`config.mk`:
```
export PLATFORM = sky130hd
export DESIGN_NAME = sorted_list_engine
export DESIGN_NICKNAME = d
export VERILOG_FILES = /design/src/design/slist_pkg.sv /design/src/design/slist_ram.sv /design/src/design/sorted_list_engine.sv
export SDC_FILE = /design/constraint.sdc
export NUM_CORES = 2
export LEC_CHECK = 0
export ABC_CLOCK_PERIOD_IN_PS = 11200
export BUFFER_PORTS_ARGS = -buffer_cell sky130_fd_sc_hd__buf_2
export CAP_MARGIN = 10
export CORE_MARGIN = 2
export CORE_UTILIZATION = 30
export DETAILED_ROUTE_END_ITERATION = 6
export SYNTH_ARGS = -nofsm -noshare
export SYNTH_HDL_FRONTEND = slang
export SYNTH_SLANG_ARGS = --single-unit
```
`constraint.sdc`:
```
create_clock -name clk_i -period 11.2 [get_ports clk_i]
set_input_delay 1.68 -clock clk_i [delete_from_list [all_inputs] [get_ports clk_i]]
set_output_delay 1.68 -clock clk_i [all_outputs]
set_load 0.01 [all_outputs]
```
`src/design/slist_pkg.sv`:
```
// Shared operation codes and sequencer states for the sorted list engine.
`timescale 1ns / 1ps
`default_nettype none

package slist_pkg;

  localparam int unsigned KindW  = 3;
  localparam int unsigned ValueW = 32;
  localparam int unsigned PosW   = 6;
  localparam int unsigned CountW = 7;

  typedef enum logic [KindW-1:0] {
    OP_INSERT  = 3'd0,
    OP_DELETE  = 3'd1,
    OP_SEARCH  = 3'd2,
    OP_UPDATE  = 3'd3,
    OP_REVERSE = 3'd4
  } op_e;

  typedef enum logic [13:0] {
    ST_IDLE    = 14'b00000000000001,
    ST_INS_RD  = 14'b00000000000010,
    ST_INS_CMP = 14'b00000000000100,
    ST_SHU_RD  = 14'b00000000001000,
    ST_SHU_WR  = 14'b00000000010000,
    ST_FND_RD  = 14'b00000000100000,
    ST_FND_CMP = 14'b00000001000000,
    ST_SHD_RD  = 14'b00000010000000,
    ST_SHD_WR  = 14'b00000100000000,
    ST_REV_A   = 14'b00001000000000,
    ST_REV_B   = 14'b00010000000000,
    ST_REV_C   = 14'b00100000000000,
    ST_REV_D   = 14'b01000000000000,
    ST_RESP    = 14'b10000000000000
  } state_e;

endpackage

`default_nettype wire

```
`src/design/slist_ram.sv`:
```
// Generic single write port, single read port RAM with registered read.
`timescale 1ns / 1ps
`default_nettype none

module slist_ram #(
  parameter int unsigned WIDTH = 32,
  parameter int unsigned DEPTH = 64
) (
  input  wire logic                     clk_i,
  input  wire logic                     we_i,
  input  wire logic [$clog2(DEPTH)-1:0] waddr_i,
  input  wire logic [WIDTH-1:0]         wdata_i,
  input  wire logic [$clog2(DEPTH)-1:0] raddr_i,
  output logic      [WIDTH-1:0]         rdata_o
);

  logic [WIDTH-1:0] mem_q [DEPTH];

  always_ff @(posedge clk_i) begin
    if (we_i) begin
      mem_q[waddr_i] <= wdata_i;
    end
    rdata_o <= mem_q[raddr_i];
  end

endmodule

`default_nettype wire

```
`src/design/sorted_list_engine.sv`:
```
// Top level of the sorted list engine: sequencer around one table RAM.
//
//  channel | handshake           | payload
//  --------+---------------------+-------------------------------------------
//  in      | in_valid_i/ready_o  | kind_i, value_i, new_value_i
//  out     | out_valid_o/ready_i | found_o, position_o, full_drop_o,
//          |                     | entry_count_o
//
// One word at a time: a new word is taken only in the idle state. Each table
// step issues a read on the read port, then uses the registered read data.
// Reset clears the count and the handshake state; table contents need none.
// The result sits in an output register; a stalled output holds the
// sequencer in its response state and keeps in_ready_o low.
`timescale 1ns / 1ps
`default_nettype none

module sorted_list_engine #(
  parameter int unsigned CAPACITY = 64
) (
  input  wire logic                        clk_i,
  input  wire logic                        rst_ni,
  input  wire logic                        in_valid_i,
  output logic                             in_ready_o,
  input  wire logic [slist_pkg::KindW-1:0] kind_i,
  input  wire logic signed [31:0]          value_i,
  input  wire logic signed [31:0]          new_value_i,
  output logic                             out_valid_o,
  input  wire logic                        out_ready_i,
  output logic                             found_o,
  output logic [slist_pkg::PosW-1:0]       position_o,
  output logic                             full_drop_o,
  output logic [slist_pkg::CountW-1:0]     entry_count_o
);

  import slist_pkg::*;

  localparam int unsigned AW = $clog2(CAPACITY);
  localparam int unsigned CW = $clog2(CAPACITY + 1);

  state_e             state_q, state_d;
  op_e                kind_q, kind_d;
  logic signed [31:0] val_q, val_d;
  logic signed [31:0] nv_q, nv_d;
  logic [31:0]        tmp_q, tmp_d;
  logic [CW-1:0]      idx_q, idx_d;
  logic [CW-1:0]      jdx_q, jdx_d;
  logic [CW-1:0]      count_q, count_d;
  logic               found_q, found_d;
  logic               drop_q, drop_d;
  logic               out_valid_q, out_valid_d;
  logic               res_found_q, res_found_d;
  logic [PosW-1:0]    res_pos_q, res_pos_d;
  logic               res_drop_q, res_drop_d;
  logic [CountW-1:0]  res_count_q, res_count_d;

  logic          ram_we;
  logic [AW-1:0] ram_waddr;
  logic [31:0]   ram_wdata;
  logic [AW-1:0] ram_raddr;
  logic [31:0]   ram_rdata;

  logic [CW-1:0] jdx_dec;
  logic [CW-1:0] jdx_inc;
  logic [CW:0]   lo_inc;

  assign jdx_dec = jdx_q - CW'(1);
  assign jdx_inc = jdx_q + CW'(1);
  assign lo_inc  = {1'b0, idx_q} + (CW + 1)'(1);

  slist_ram #(
    .WIDTH (32),
    .DEPTH (CAPACITY)
  ) u_ram (
    .clk_i   (clk_i),
    .we_i    (ram_we),
    .waddr_i (ram_waddr),
    .wdata_i (ram_wdata),
    .raddr_i (ram_raddr),
    .rdata_o (ram_rdata)
  );

  assign in_ready_o = (state_q == ST_IDLE);

  always_comb begin
    state_d     = state_q;
    kind_d      = kind_q;
    val_d       = val_q;
    nv_d        = nv_q;
    tmp_d       = tmp_q;
    idx_d       = idx_q;
    jdx_d       = jdx_q;
    count_d     = count_q;
    found_d     = found_q;
    drop_d      = drop_q;
    res_found_d = res_found_q;
    res_pos_d   = res_pos_q;
    res_drop_d  = res_drop_q;
    res_count_d = res_count_q;
    out_valid_d = out_valid_q && !out_ready_i;
    ram_we      = 1'b0;
    ram_waddr   = idx_q[AW-1:0];
    ram_wdata   = ram_rdata;
    ram_raddr   = idx_q[AW-1:0];

    unique case (state_q)
      ST_IDLE: begin
        if (in_valid_i) begin
          kind_d  = op_e'(kind_i);
          val_d   = value_i;
          nv_d    = new_value_i;
          idx_d   = '0;
          jdx_d   = count_q;
          found_d = 1'b0;
          drop_d  = 1'b0;
          unique case (kind_i)
            OP_INSERT: begin
              if (count_q == CW'(CAPACITY)) begin
                drop_d  = 1'b1;
                state_d = ST_RESP;
              end else begin
                state_d = ST_INS_RD;
              end
            end
            OP_DELETE, OP_SEARCH, OP_UPDATE: state_d = ST_FND_RD;
            OP_REVERSE:                      state_d = ST_REV_A;
            default:                         state_d = ST_RESP;
          endcase
        end
      end

      // Scan for the first entry greater than the value.
      ST_INS_RD: begin
        ram_raddr = idx_q[AW-1:0];
        if (idx_q == count_q) begin
          jdx_d   = count_q;
          state_d = ST_SHU_RD;
        end else begin
          state_d = ST_INS_CMP;
        end
      end

      ST_INS_CMP: begin
        if ($signed(ram_rdata) <= val_q) begin
          idx_d   = idx_q + CW'(1);
          state_d = ST_INS_RD;
        end else begin
          jdx_d   = count_q;
          state_d = ST_SHU_RD;
        end
      end

      // Shift the tail up by one, then drop the value into the gap.
      ST_SHU_RD: begin
        ram_raddr = jdx_dec[AW-1:0];
        if (jdx_q == idx_q) begin
          ram_we    = 1'b1;
          ram_waddr = idx_q[AW-1:0];
          ram_wdata = val_q;
          count_d   = count_q + CW'(1);
          state_d   = ST_RESP;
        end else begin
          state_d = ST_SHU_WR;
        end
      end

      ST_SHU_WR: begin
        ram_we    = 1'b1;
        ram_waddr = jdx_q[AW-1:0];
        ram_wdata = ram_rdata;
        jdx_d     = jdx_dec;
        state_d   = ST_SHU_RD;
      end

      ST_FND_RD: begin
        ram_raddr = idx_q[AW-1:0];
        if (idx_q == count_q) begin
          idx_d   = '0;
          state_d = ST_RESP;
        end else begin
          state_d = ST_FND_CMP;
        end
      end

      ST_FND_CMP: begin
        if ($signed(ram_rdata) == val_q) begin
          found_d = 1'b1;
          jdx_d   = idx_q;
          state_d = (kind_q == OP_SEARCH) ? ST_RESP : ST_SHD_RD;
        end else begin
          idx_d   = idx_q + CW'(1);
          state_d = ST_FND_RD;
        end
      end

      // Close the gap left by the matched entry.
      ST_SHD_RD: begin
        ram_raddr = jdx_inc[AW-1:0];
        if (jdx_inc == count_q) begin
          count_d = count_q - CW'(1);
          if (kind_q == OP_UPDATE) begin
            val_d   = nv_q;
            idx_d   = '0;
            state_d = ST_INS_RD;
          end else begin
            state_d = ST_RESP;
          end
        end else begin
          state_d = ST_SHD_WR;
        end
      end

      ST_SHD_WR: begin
        ram_we    = 1'b1;
        ram_waddr = jdx_q[AW-1:0];
        ram_wdata = ram_rdata;
        jdx_d     = jdx_inc;
        state_d   = ST_SHD_RD;
      end

      // Swap the outermost pair and walk inwards.
      ST_REV_A: begin
        ram_raddr = idx_q[AW-1:0];
        if (lo_inc < {1'b0, jdx_q}) begin
          jdx_d   = jdx_dec;
          state_d = ST_REV_B;
        end else begin
          idx_d   = '0;
          state_d = ST_RESP;
        end
      end

      ST_REV_B: begin
        tmp_d     = ram_rdata;
        ram_raddr = jdx_q[AW-1:0];
        state_d   = ST_REV_C;
      end

      ST_REV_C: begin
        ram_we    = 1'b1;
        ram_waddr = idx_q[AW-1:0];
        ram_wdata = ram_rdata;
        state_d   = ST_REV_D;
      end

      ST_REV_D: begin
        ram_we    = 1'b1;
        ram_waddr = jdx_q[AW-1:0];
        ram_wdata = tmp_q;
        idx_d     = idx_q + CW'(1);
        state_d   = ST_REV_A;
      end

      ST_RESP: begin
        if (!out_valid_q || out_ready_i) begin
          out_valid_d = 1'b1;
          res_found_d = found_q;
          res_pos_d   = (found_q || kind_q == OP_INSERT) && !drop_q ? PosW'(idx_q) : '0;
          res_drop_d  = drop_q;
          res_count_d = CountW'(count_q);
          state_d     = ST_IDLE;
        end
      end

      default: state_d = ST_IDLE;
    endcase
  end

  always_ff @(posedge clk_i or negedge rst_ni) begin
    if (!rst_ni) begin
      state_q     <= ST_IDLE;
      count_q     <= '0;
      out_valid_q <= 1'b0;
    end else begin
      state_q     <= state_d;
      count_q     <= count_d;
      out_valid_q <= out_valid_d;
    end
  end

  always_ff @(posedge clk_i) begin
    kind_q      <= kind_d;
    val_q       <= val_d;
    nv_q        <= nv_d;
    tmp_q       <= tmp_d;
    idx_q       <= idx_d;
    jdx_q       <= jdx_d;
    found_q     <= found_d;
    drop_q      <= drop_d;
    res_found_q <= res_found_d;
    res_pos_q   <= res_pos_d;
    res_drop_q  <= res_drop_d;
    res_count_q <= res_count_d;
  end

  assign out_valid_o   = out_valid_q;
  assign found_o       = res_found_q;
  assign position_o    = res_pos_q;
  assign full_drop_o   = res_drop_q;
  assign entry_count_o = res_count_q;

  a_count_bound: assert property (@(posedge clk_i) disable iff (!rst_ni)
    count_q <= CW'(CAPACITY))
    else $error("entry count above capacity");

  a_found_xor_drop: assert property (@(posedge clk_i) disable iff (!rst_ni)
    out_valid_q |-> !(res_found_q && res_drop_q))
    else $error("result both matched and dropped");

  a_drop_when_full: assert property (@(posedge clk_i) disable iff (!rst_ni)
    (out_valid_q && res_drop_q) |-> (res_count_q == CountW'(CAPACITY)))
    else $error("insert dropped while table not full");

  a_resp_delivers: assert property (@(posedge clk_i) disable iff (!rst_ni)
    (state_q == ST_RESP && !out_valid_q) |=> (out_valid_q && state_q == ST_IDLE))
    else $error("finished word not posted to output");

  a_write_busy: assert property (@(posedge clk_i) disable iff (!rst_ni)
    ram_we |-> !in_ready_o)
    else $error("table written while idle");

endmodule

`default_nettype wire

```
==> impl_metrics.json <==
{
  "drive_gt1_share_pct": 9.84,
  "critPathMaxFanout": 111,
  "grt_start_max_net_pins": 165,
  "area_delta_synth_final_pct": 13.8,
  "finalSetupViolCount": 0,
  "report.power.total_w": 0.0312,
  "start_util_pct": 30.2,
  "synth-edff-count": 2178,
  "drt-total-wl_mm": 274,
  "io_buffers": 87,
  "arrival_ns": 7.31,
  "cap_violations": 0,
  "crit_type": "flop to flop",
  "num_vias": 58000,
  "ctsRootBufferMaster": "clkbuf_16",
  "start_kind": "flop",
  "syn_nets": 6905,
  "ys_seq_area_share_pct": 74.2,
  "async_flop_share_pct": 0.986,
  "clock_skew_ns": 0.112,
  "fin_util_pct": 34.3,
  "drtIter0Drc": 8220,
  "clock_path_buffers": 3,
  "cts.htree.levels": 4,
  "io_pins": 88,
  "syn_inst": 6786,
  "fin_nets": 6941,
  "insertion_delay_ns": 0.92,
  "synth_seq_cells": 2232,
  "slowest_delay_ns": 0.88,
  "dieHeight_um": 551,
  "track_usage_pct": 17.5,
  "netlist_area_um2": 89700,
  "maxSlewHeadroom_pct": 10.7,
  "hold_class": "flop to flop",
  "cts_resized": 0,
  "drtAntennaViolNets": 0,
  "syn_area_per_cell_um2": 13.2,
  "min_period_ns": 6.59,
  "setup_tns_ns": 0,
  "worst-slew-pin-transition_ns": 1.33,
  "synth_top_area_share_pct": 72.9,
  "cts_tree": "yes",
  "hold_buffers": 0,
  "via_per_inst": 5.30,
  "grt_setup_unrepaired": "no",
  "synth_cell_type_count": 89,
  "post-route-period-util_pct": 58.8,
  "antenna_found_initial": 10,
  "fmax_ghz": 0.152,
  "yosys_warnings": 0,
  "dieWidth_um": 551,
  "grt_pass1_wl_mm": 388,
  "gr-total-overflow": 0,
  "final-max-slew-violation-count": 0,
  "p_leak_nw": 34.2,
  "die_area_um2": 303000,
  "synth.area.top_cells": "edfxtp_1, nand2_1, nand3_1",
  "numCtsBuffers": 216,
  "p_per_area_nw_per_um2": 306,
  "dr.pass1.iters": 7,
  "gp_congestion": 0.887,
  "crit_chain": "nor4_4, and3_1, nand2_1, a21o_1, nand2_8, buf_4, buf_4, a31oi_1, o211ai_1, o2111ai_1, o22a_1",
  "ys.flop_type": "edfxtp_1",
  "cp.required_ns": 11.92,
  "violations": "design-rule violations",
  "cp-end-kind": "flop",
  "status": "finished, violations left",
  "drc_errors": 1,
  "slowest_stage": "nor4_4",
  "hold_viol_final": 0,
  "postCtsSetupRepairBufs": 0,
  "grt_pass1_vias": 53900,
  "crit_top_cell": "buf_4",
  "rows": 200,
  "hpwl_mm": 151,
  "core-area_um2": 297000,
  "peakVddDrop_uv": 309,
  "yosysTopAreaCell": "edfxtp_1",
  "clk_pin_slew_ns": 0.07,
  "cts_sinks": 2232,
  "wl_per_cell_um": 25.0
}
[cells by family (layout without fill, tap and decap cells)]
kind of cell / after synthesis / count (layout) / synth area share [%]
AOI/OAI and AO/OA: 779 / 779 / 6.20
xor gates and xnor gates: 42 / 42 / 0.410
adders and majority gates: 48 / 48 / 0.678
buffers and inverters: 484 / 707 / 2.44
DFF: 2232 / 2232 / 74.2
muxes: 117 / 117 / 1.31
other: 0 / 9 / 0
and+or+nand+nor: 3084 / 3084 / 14.7
[per-stage QoR]
stage | cells | worst slack [ns] | hold slack (ns) | cell area (um2)
after floorplan | 6786 | 6.73 | 0.423 | 89700
after global placement | 10500 | 4.76 | 0.442 | 95100
after detailed placement | 10500 | 4.95 | 0.444 | 95100
after CTS | 10900 | 4.92 | 0.460 | 102000
after global routing | 10900 | 4.47 | 0.482 | 102000
final | 11000 | 4.61 | 0.454 | 102000
[synthesized netlist by cell type, drive strengths merged, types with 5 or more instances]
cell type and count:
o31ai 5, inv 54, nand4 67, o211ai 29
buf 273, o21bai 6, nand2 2079, xor2 21
o2111ai 28, xnor2 21, nand2b 8, or3 6
a22oi 37, dfxtp 32, a21o 18, nor2 115
nand3 589, a311oi 91, o21a 11, dfrtp 21
a32oi 65, mux2i 114, nor4 13, ha 47
o31a 6, a32o 15, a31oi 244, nor2b 13
o21ai 54, o22a 27, a211oi 10, a221oi 5
a21oi 97, and2 17, edfxtp 2178, and3 132
nor3 23, clkbuf 156
[per-layer routing]
layer	GRT usage [%]	vias up	part of all wire [%]
li1	-	25200	-
met1	23.9	29200	41
met2	26.4	3144	44
met3	3.98	489	11
met4	8.03	2	4.9
met5	0	-	0.0029
[state kept, by name, indices dropped and copies added (netlist names), 3 cells and up]
signal and cells:
count_q 7, entry_count_o 7, idx_q 7, jdx_q 7, kind_q 3, nv_q 32, position_o 6, state_q 14
tmp_q 32, u_ram.mem_q 2048, u_ram.rdata_o 32, val_q 32
[placed cells by master, fill, tap and decap left out, types with 10 or more instances in the layout]
cell,synthesis,layout
a21o_1,18,17
a21oi_1,96,96
a22oi_1,37,37
a311oi_1,91,91
a31oi_1,244,244
a32o_1,15,15
a32oi_1,65,65
and2_1,16,14
and3_1,132,132
buf_12,0,12
buf_2,190,87
buf_4,21,146
clkbuf_1,156,63
clkbuf_16,0,216
clkinv_1,0,48
clkinv_16,0,14
clkinv_2,0,32
clkinvlp_4,0,10
dfrtp_1,21,21
dfxtp_1,32,32
edfxtp_1,2178,2178
ha_1,47,47
inv_1,54,54
mux2i_1,114,114
nand2_1,2077,2042
nand2_2,2,35
nand3_1,587,587
nand4_1,66,66
nor2_1,109,42
nor2_4,0,67
nor2b_1,13,13
nor3_1,21,20
nor4_1,11,10
o2111ai_1,28,28
o211ai_1,29,29
o21a_1,11,11
o21ai_0,51,51
o22a_1,27,27
xnor2_1,21,21
xor2_1,21,21
[worst max-delay path: cells and delay by family, from the launching register on]
family,cells,cell delay [ns]
AOI/OAI and AO/OA,5,1.96
buffers and inverters,2,1.60
DFF,1,0.44
and+or+nand+nor,4,2.15
[worst paths after layout]
| check | slack (ns) | from | endpoint | cells after the start |
|---|---|---|---|---|
| setup reg to reg | 4.61 | state_q[5] | u_ram.rdata_o[4] | 11 |
| hold / removal | 0.45 | found_q | found_o | 0 |
| hold reg to reg | 0.45 | found_q | found_o | 0 |
| setup / recovery | 4.61 | state_q[5] | u_ram.rdata_o[4] | 11 |
| max in group asynchronous | 10.05 | rst_ni | state_q[0] | 1 |
| min in group asynchronous | 0.78 | rst_ni | count_q[3] | 1 |
[power breakdown]
group | internal (W) | switching, W
sequential | 0.0106 | 0.000350
clock | 0.00384 | 0.00324
combinational | 0.00305 | 0.0101
total | 0.0175 | 0.0137
[cell type report]
type | instances | area [um2]
Clock buffer | 285 | 5720
Clock inverter | 120 | 1180
Timing Repair Buffer | 247 | 1810
Multi-Input combinational cell | 4070 | 21600
Sequential cell | 2232 | 66600
Tap cell | 3939 | 4930
Inverter | 55 | 211
Fill cell | 28600 | 195000
Antenna cell | 9 | 22.5
Note: power is estimated with default switching activity, not from simulation.
